## src/bse_pkg.sv

```systemverilog
// shared types and constants for the bubble sort engine
`default_nettype none

package bse_pkg;

    localparam int CAPACITY_DEF = 64;
    localparam int VALUE_W      = 32;

    typedef logic signed [VALUE_W-1:0] value_t;

    typedef struct packed {
        value_t in_value;
        logic   in_last;
    } in_item_t;

    typedef struct packed {
        value_t out_value;
        logic   out_last;
        logic   out_overflow;
    } out_item_t;

    // outcome of one compare-swap step of a pass
    typedef struct packed {
        value_t wr_value;
        value_t carry;
    } cs_result_t;

endpackage

`default_nettype wire

```

## src/bse_cmp_swap.sv

```systemverilog
// compare-swap unit shared by every step of every sort pass
`default_nettype none

module bse_cmp_swap
    import bse_pkg::*;
(
    input  value_t     carry,
    input  value_t     incoming,
    output cs_result_t result
);

    logic greater;

    // equal values never swap, which keeps the order stable
    assign greater = carry > incoming;

    always_comb begin
        if (greater) begin
            result.wr_value = incoming;
            result.carry    = carry;
        end else begin
            result.wr_value = carry;
            result.carry    = incoming;
        end
    end

endmodule

`default_nettype wire

```

## src/bubble_sort_engine_unit.sv

```systemverilog
// top level of the bubble sort engine: element store, pass sequencer and output register
//
//  channel | dir | handshake         | payload
//  s_      | in  | s_valid / s_ready | s_data  (in_item_t: in_value, in_last)
//  m_      | out | m_valid / m_ready | m_data  (out_item_t: out_value, out_last, out_overflow)
//
// loading takes one item per cycle; items past CAPACITY are dropped and flag overflow
// after the last item of a set, the passes over the n held elements run
// one compare-swap per cycle through the single store port pair, then each
// result is read out of the store and held in the output register until m_ready
// s_ready is low from the last item of a set until its last result is taken
// aresetn (synchronous) empties the store; its contents are only read after being written
`default_nettype none

module bubble_sort_engine_unit
    import bse_pkg::*;
#(
    parameter int CAPACITY = CAPACITY_DEF
) (
    input  wire logic      aclk,
    input  wire logic      aresetn,
    input  wire logic      s_valid,
    output logic           s_ready,
    input  wire in_item_t  s_data,
    output logic           m_valid,
    input  wire logic      m_ready,
    output out_item_t      m_data
);

    localparam int IDX_W = (CAPACITY > 1) ? $clog2(CAPACITY) : 1;
    localparam int CNT_W = $clog2(CAPACITY + 1);

    typedef enum logic [2:0] {
        ST_LOAD,
        ST_PRIME,
        ST_FIRST,
        ST_PASS,
        ST_TAIL,
        ST_ORD,
        ST_OLOAD,
        ST_OWAIT
    } state_t;

    state_t             state_reg,   state_next;
    logic [CNT_W-1:0]   count_reg,   count_next;
    logic [CNT_W-1:0]   n_reg,       n_next;
    logic               ovf_reg,     ovf_next;
    logic [IDX_W-1:0]   k_reg,       k_next;
    logic [IDX_W-1:0]   end_reg,     end_next;
    logic [IDX_W-1:0]   oidx_reg,    oidx_next;
    value_t             carry_reg,   carry_next;
    logic               mvalid_reg,  mvalid_next;
    out_item_t          out_reg,     out_next;

    value_t             mem [CAPACITY];
    value_t             rdata_reg;
    logic               mem_we;
    logic [IDX_W-1:0]   mem_waddr;
    value_t             mem_wdata;
    logic               rd_en;
    logic [IDX_W-1:0]   rd_addr;

    logic               fits;
    logic [CNT_W-1:0]   n_val;
    cs_result_t         cs;

    bse_cmp_swap u_cmp_swap (
        .carry    (carry_reg),
        .incoming (rdata_reg),
        .result   (cs)
    );

    assign s_ready = (state_reg == ST_LOAD);
    assign m_valid = mvalid_reg;
    assign m_data  = out_reg;

    assign fits  = count_reg < CNT_W'(CAPACITY);
    assign n_val = fits ? count_reg + CNT_W'(1) : count_reg;

    always_ff @(posedge aclk) begin
        if (mem_we) begin
            mem[mem_waddr] <= mem_wdata;
        end
        if (rd_en) begin
            rdata_reg <= mem[rd_addr];
        end
    end

    always_comb begin
        state_next  = state_reg;
        count_next  = count_reg;
        n_next      = n_reg;
        ovf_next    = ovf_reg;
        k_next      = k_reg;
        end_next    = end_reg;
        oidx_next   = oidx_reg;
        carry_next  = carry_reg;
        mvalid_next = mvalid_reg;
        out_next    = out_reg;
        mem_we      = 1'b0;
        mem_waddr   = k_reg - IDX_W'(1);
        mem_wdata   = cs.wr_value;
        rd_en       = 1'b0;
        rd_addr     = '0;

        case (state_reg)
            ST_LOAD: begin
                if (s_valid) begin
                    if (fits) begin
                        mem_we     = 1'b1;
                        mem_waddr  = count_reg[IDX_W-1:0];
                        mem_wdata  = s_data.in_value;
                        count_next = count_reg + CNT_W'(1);
                    end else begin
                        ovf_next = 1'b1;
                    end
                    if (s_data.in_last) begin
                        n_next    = n_val;
                        end_next  = IDX_W'(n_val - CNT_W'(1));
                        oidx_next = '0;
                        if (n_val > CNT_W'(1)) begin
                            state_next = ST_PRIME;
                        end else begin
                            state_next = ST_ORD;
                        end
                    end
                end
            end
            ST_PRIME: begin
                rd_en      = 1'b1;
                rd_addr    = '0;
                state_next = ST_FIRST;
            end
            ST_FIRST: begin
                carry_next = rdata_reg;
                rd_en      = 1'b1;
                rd_addr    = IDX_W'(1);
                k_next     = IDX_W'(1);
                state_next = ST_PASS;
            end
            ST_PASS: begin
                // the larger value rides along as carry, the smaller drops in behind it
                mem_we     = 1'b1;
                carry_next = cs.carry;
                if (k_reg == end_reg) begin
                    state_next = ST_TAIL;
                end else begin
                    rd_en   = 1'b1;
                    rd_addr = k_reg + IDX_W'(1);
                    k_next  = k_reg + IDX_W'(1);
                end
            end
            ST_TAIL: begin
                mem_we    = 1'b1;
                mem_waddr = end_reg;
                mem_wdata = carry_reg;
                if (end_reg > IDX_W'(1)) begin
                    end_next   = end_reg - IDX_W'(1);
                    rd_en      = 1'b1;
                    rd_addr    = '0;
                    state_next = ST_FIRST;
                end else begin
                    oidx_next  = '0;
                    state_next = ST_ORD;
                end
            end
            ST_ORD: begin
                rd_en      = 1'b1;
                rd_addr    = oidx_reg;
                state_next = ST_OLOAD;
            end
            ST_OLOAD: begin
                out_next.out_value    = rdata_reg;
                out_next.out_last     = (CNT_W'(oidx_reg) + CNT_W'(1)) == n_reg;
                out_next.out_overflow = ovf_reg;
                mvalid_next           = 1'b1;
                state_next            = ST_OWAIT;
            end
            ST_OWAIT: begin
                if (m_ready) begin
                    mvalid_next = 1'b0;
                    if (out_reg.out_last) begin
                        count_next = '0;
                        ovf_next   = 1'b0;
                        state_next = ST_LOAD;
                    end else begin
                        rd_en      = 1'b1;
                        rd_addr    = oidx_reg + IDX_W'(1);
                        oidx_next  = oidx_reg + IDX_W'(1);
                        state_next = ST_OLOAD;
                    end
                end
            end
            default: begin
                state_next = ST_LOAD;
            end
        endcase
    end

    always_ff @(posedge aclk) begin
        if (!aresetn) begin
            state_reg  <= ST_LOAD;
            count_reg  <= '0;
            ovf_reg    <= 1'b0;
            mvalid_reg <= 1'b0;
        end else begin
            state_reg  <= state_next;
            count_reg  <= count_next;
            ovf_reg    <= ovf_next;
            mvalid_reg <= mvalid_next;
        end
        n_reg     <= n_next;
        k_reg     <= k_next;
        end_reg   <= end_next;
        oidx_reg  <= oidx_next;
        carry_reg <= carry_next;
        out_reg   <= out_next;
    end

endmodule

`default_nettype wire
```

## config.mk

```make
export PLATFORM = sky130hd
export DESIGN_NAME = bubble_sort_engine_unit
export DESIGN_NICKNAME = d
export VERILOG_FILES = /design/src/bse_pkg.sv /design/src/bse_cmp_swap.sv /design/src/bubble_sort_engine_unit.sv
export SDC_FILE = /design/constraint.sdc
export NUM_CORES = 2
export LEC_CHECK = 0
export BUFFER_PORTS_ARGS = -buffer_cell sky130_fd_sc_hd__buf_4
export CAP_MARGIN = 20
export CORE_UTILIZATION = 65
export CTS_BUF_LIST = sky130_fd_sc_hd__clkbuf_2 sky130_fd_sc_hd__clkbuf_4 sky130_fd_sc_hd__clkbuf_8
export CTS_CLUSTER_SIZE = 8
export DETAILED_ROUTE_END_ITERATION = 8
export HOLD_SLACK_MARGIN = 0.08
export PLACE_DENSITY_LB_ADDON = 0.2
export RECOVER_POWER = 100
export SLEW_MARGIN = 20
export SYNTH_ARGS = -nofsm -noshare
export SYNTH_HDL_FRONTEND = slang
export SYNTH_SLANG_ARGS = --single-unit
export TNS_END_PERCENT = 100
```

## constraint.sdc

```tcl
create_clock -name aclk -period 11.7 [get_ports aclk]
set_input_delay 1.17 -clock aclk [delete_from_list [all_inputs] [get_ports aclk]]
set_output_delay 1.17 -clock aclk [all_outputs]
set_load 0.01 [all_outputs]
```

==> reports/metrics.yaml <==
logic_synthesis:
  synth_top_family_by_area: "simple AND/OR/NAND/NOR gates"
  synthAdderAreaFrac_pct: 0.568
  netlist.area_leader.share_pct: 73.9
  yosys.area.top_type: "edfxtp_1"
  synthArstFlopShare_pct: 0
  synth-xor-area-share_pct: 0.343
  synth.avg_cell_area_um2: 12.6
  synth.mux.area_fraction_pct: 0.0937
  netlist_instances: 6984
  synth.most_common_cell: "edfxtp_1"
  synthTopCellsByCount: "edfxtp_1, nand2_1, nand3_1, a21oi_1, buf_2"
  syn_area_mm2: 0.0882
  synth_simple_gate_area_share_pct: 17.1
  synth.distinct_cells: 71
  synth_ff_type: "edfxtp_1"
  yosysSeqAreaShare_pct: 74.2
  synth_edf_count: 2171
  synth.area.top_cells: "edfxtp_1, nand2_1, nand3_1, a21oi_1, buf_2"
  syn-num-nets: 7061
  ys_warn_count: 0
  synth-compound-area-share_pct: 5.18
  ys_ff_latch: 2183
placement:
  place.gp.congestion: 0.954
  port_buffers: 72
  post-dp-hpwl_um: 153000
  post_dp_cell_area_mm2: 0.0911
worst_setup_path:
  critPathMaxFanout: 66
  arrival_ns: 9.34
  critPathSlowestCell: "clkbuf_1"
  path_cells: "and3_1, a31oi_1, mux2_1, nand2_1, clkbuf_1, buf_4, nand2_1, and3_1, o21ai_0, nand4_1, nor4_1"
  startpoint: "state_reg[0]"
  path_delay_family: "buffers and inverters"
  critPathBufInv: 2
  r2r-start: "state_reg[0]"
  endpoint_kind: "flip-flop"
  cp-start-kind: "flip-flop"
  max_stage_delay_ns: 2.71
  cp.required_ns: 12.51
  crit_type: "reg -> reg"
pwr:
  p_leak_nw: 33.2
  power_density_mw_per_mm2: 282
  ir_drop_mv: 0.403
die:
  start_util_pct: 65.8
  rows: 134
  die_h_um: 370
  die_x_um: 370
  die_area_mm2: 0.137
  pin_count: 73
  core_mm2: 0.134
clock_network:
  cts_buffer_depth: 4
  cts_resized: 0
  cts_sinks: 2183
  insertion_delay_ns: 1.05
  post_cts_buffers: 0
  cts_max_level: 5
  cts_buffers: 355
  cts_root_buf: "clkbuf_8"
  clk_pin_slew_worst_paths_ns: 0.06
  cts_tree: "built"
  cts_hold_buf: 0
route:
  via_per_inst: 6.62
  drc: 0
  drtPass1Iterations: 7
  via_count: 60400
  drt-initial-drc-count: 9671
  antenna_left: 0
  wl_um: 266000
  wl_per_cell_um: 29.2
finish:
  nets: 7227
  design_area_mm2: 0.0963
  max_flop_register: "mem"
  syn_to_final_growth_pct: 9.28
  drive_gt1_share_pct: 9.58
  largest_reg_flops: 2048
global_routing:
  grt_pass1_wl_um: 381000
  grt_usage_pct: 38.9
  grt_max_degree: 149
  grt_overflow_total: 0
  antenna_found_initial: 24
  grt_pass1_vias: 56500
sta:
  skew_ns: 0.0802
  hold_viol: 0
  worst_slew_pin_slew_ns: 4.33
  finalCriticalPeriod_ns: 8.53
  max_freq_ghz: 0.117
  rsz0062_at_grt: "false"
  slew_violations: 4174
  setup_viol: 0
  slew_headroom_pct: -189
  setup_tns_ns: 0
  layout_worst_path_cycle_share_pct: 72.9
status:
  violations: "capacitance limit, slew limit"
  status: "complete, but fails checks"
min_path:
  min-delay-start: "ovf_reg"
  hold_path.class: "reg -> reg"
flow_run:
  maxCapViolations: 113
## path summary, 6_finish.rpt
kind	endpoint	slack [ns]	cells after the start
worst max-delay path	rdata_reg[3]	3.17	11
worst min-delay path	m_data[0]	0.44	0
worst max register to register	rdata_reg[3]	3.17	11
worst min register to register	m_data[0]	0.44	0
## routing by layer
metal,part of all wire (%),GRT usage (%)
met4,7.1,24.2
met1,34,52.1
met3,15,11.0
met2,44,56.8
met5,0.071,0
## per-stage QoR
step / util (%) / instances / hold WS [ns] / total power [W] / worst slack, ns
4_1_cts: 72.6 / 9112 / 0.412 / 0.0266 / 5.91
5_1_grt: 71.9 / 9116 / 0.443 / 0.0278 / 2.96
3_3_place_gp: 67.8 / 8548 / 0.429 / 0.0205 / 5.74
3_5_place_dp: 68.0 / 8559 / 0.426 / 0.0207 / 5.58
2_1_floorplan: - / 6984 / 0.409 / 0.0166 / 7.28
6_report: 71.9 / 9122 / 0.440 / 0.0272 / 3.17
## layout make-up
class,count,area [um^2]
Sequential cell,2183,65400
Fill cell,8810,37600
Multi-Input combinational cell,4317,20900
Clock buffer,485,5920
Antenna cell,8,20.0
Timing Repair Buffer,248,1430
Clock inverter,68,280
Tap cell,1768,2210
Inverter,45,169
## kinds of logic after synthesis
group | Yosys count
adder cells (fa/ha/maj) | 40
AO/OA/AOI/OAI | 757
XOR/XNOR | 32
flip-flops | 2183
AND/OR/NAND/NOR | 3480
buffers and inverters | 484
multiplexers | 8
## power by group
group / switching [W] / leakage (nW) / internal, W
clock network: 0.00282 / 3.30 / 0.00321
logic: 0.00695 / 10.2 / 0.00135
registers: 0.000415 / 19.7 / 0.0124
## layout by cell type (no fill, tap or decap), drive strengths merged, types with 5 or more instances in the layout
cell,n
edfxtp,2171
nand2,2096
nand3,816
clkbuf,626
a21oi,439
nor2,194
and3,120
buf,107
nor3,79
a311oi,65
o21ai,65
clkinv,64
a31oi,61
nand4,47
inv,46
nor4,43
a211oi,41
ha,40
and2,40
a221o,33
xnor2,19
a21o,18
nor2b,14
xor2,13
dfxtp,12
diode,8
or3,8
nand2b,6
mux2i,6
a21boi,5
Power figures use the tool's default switching activity.
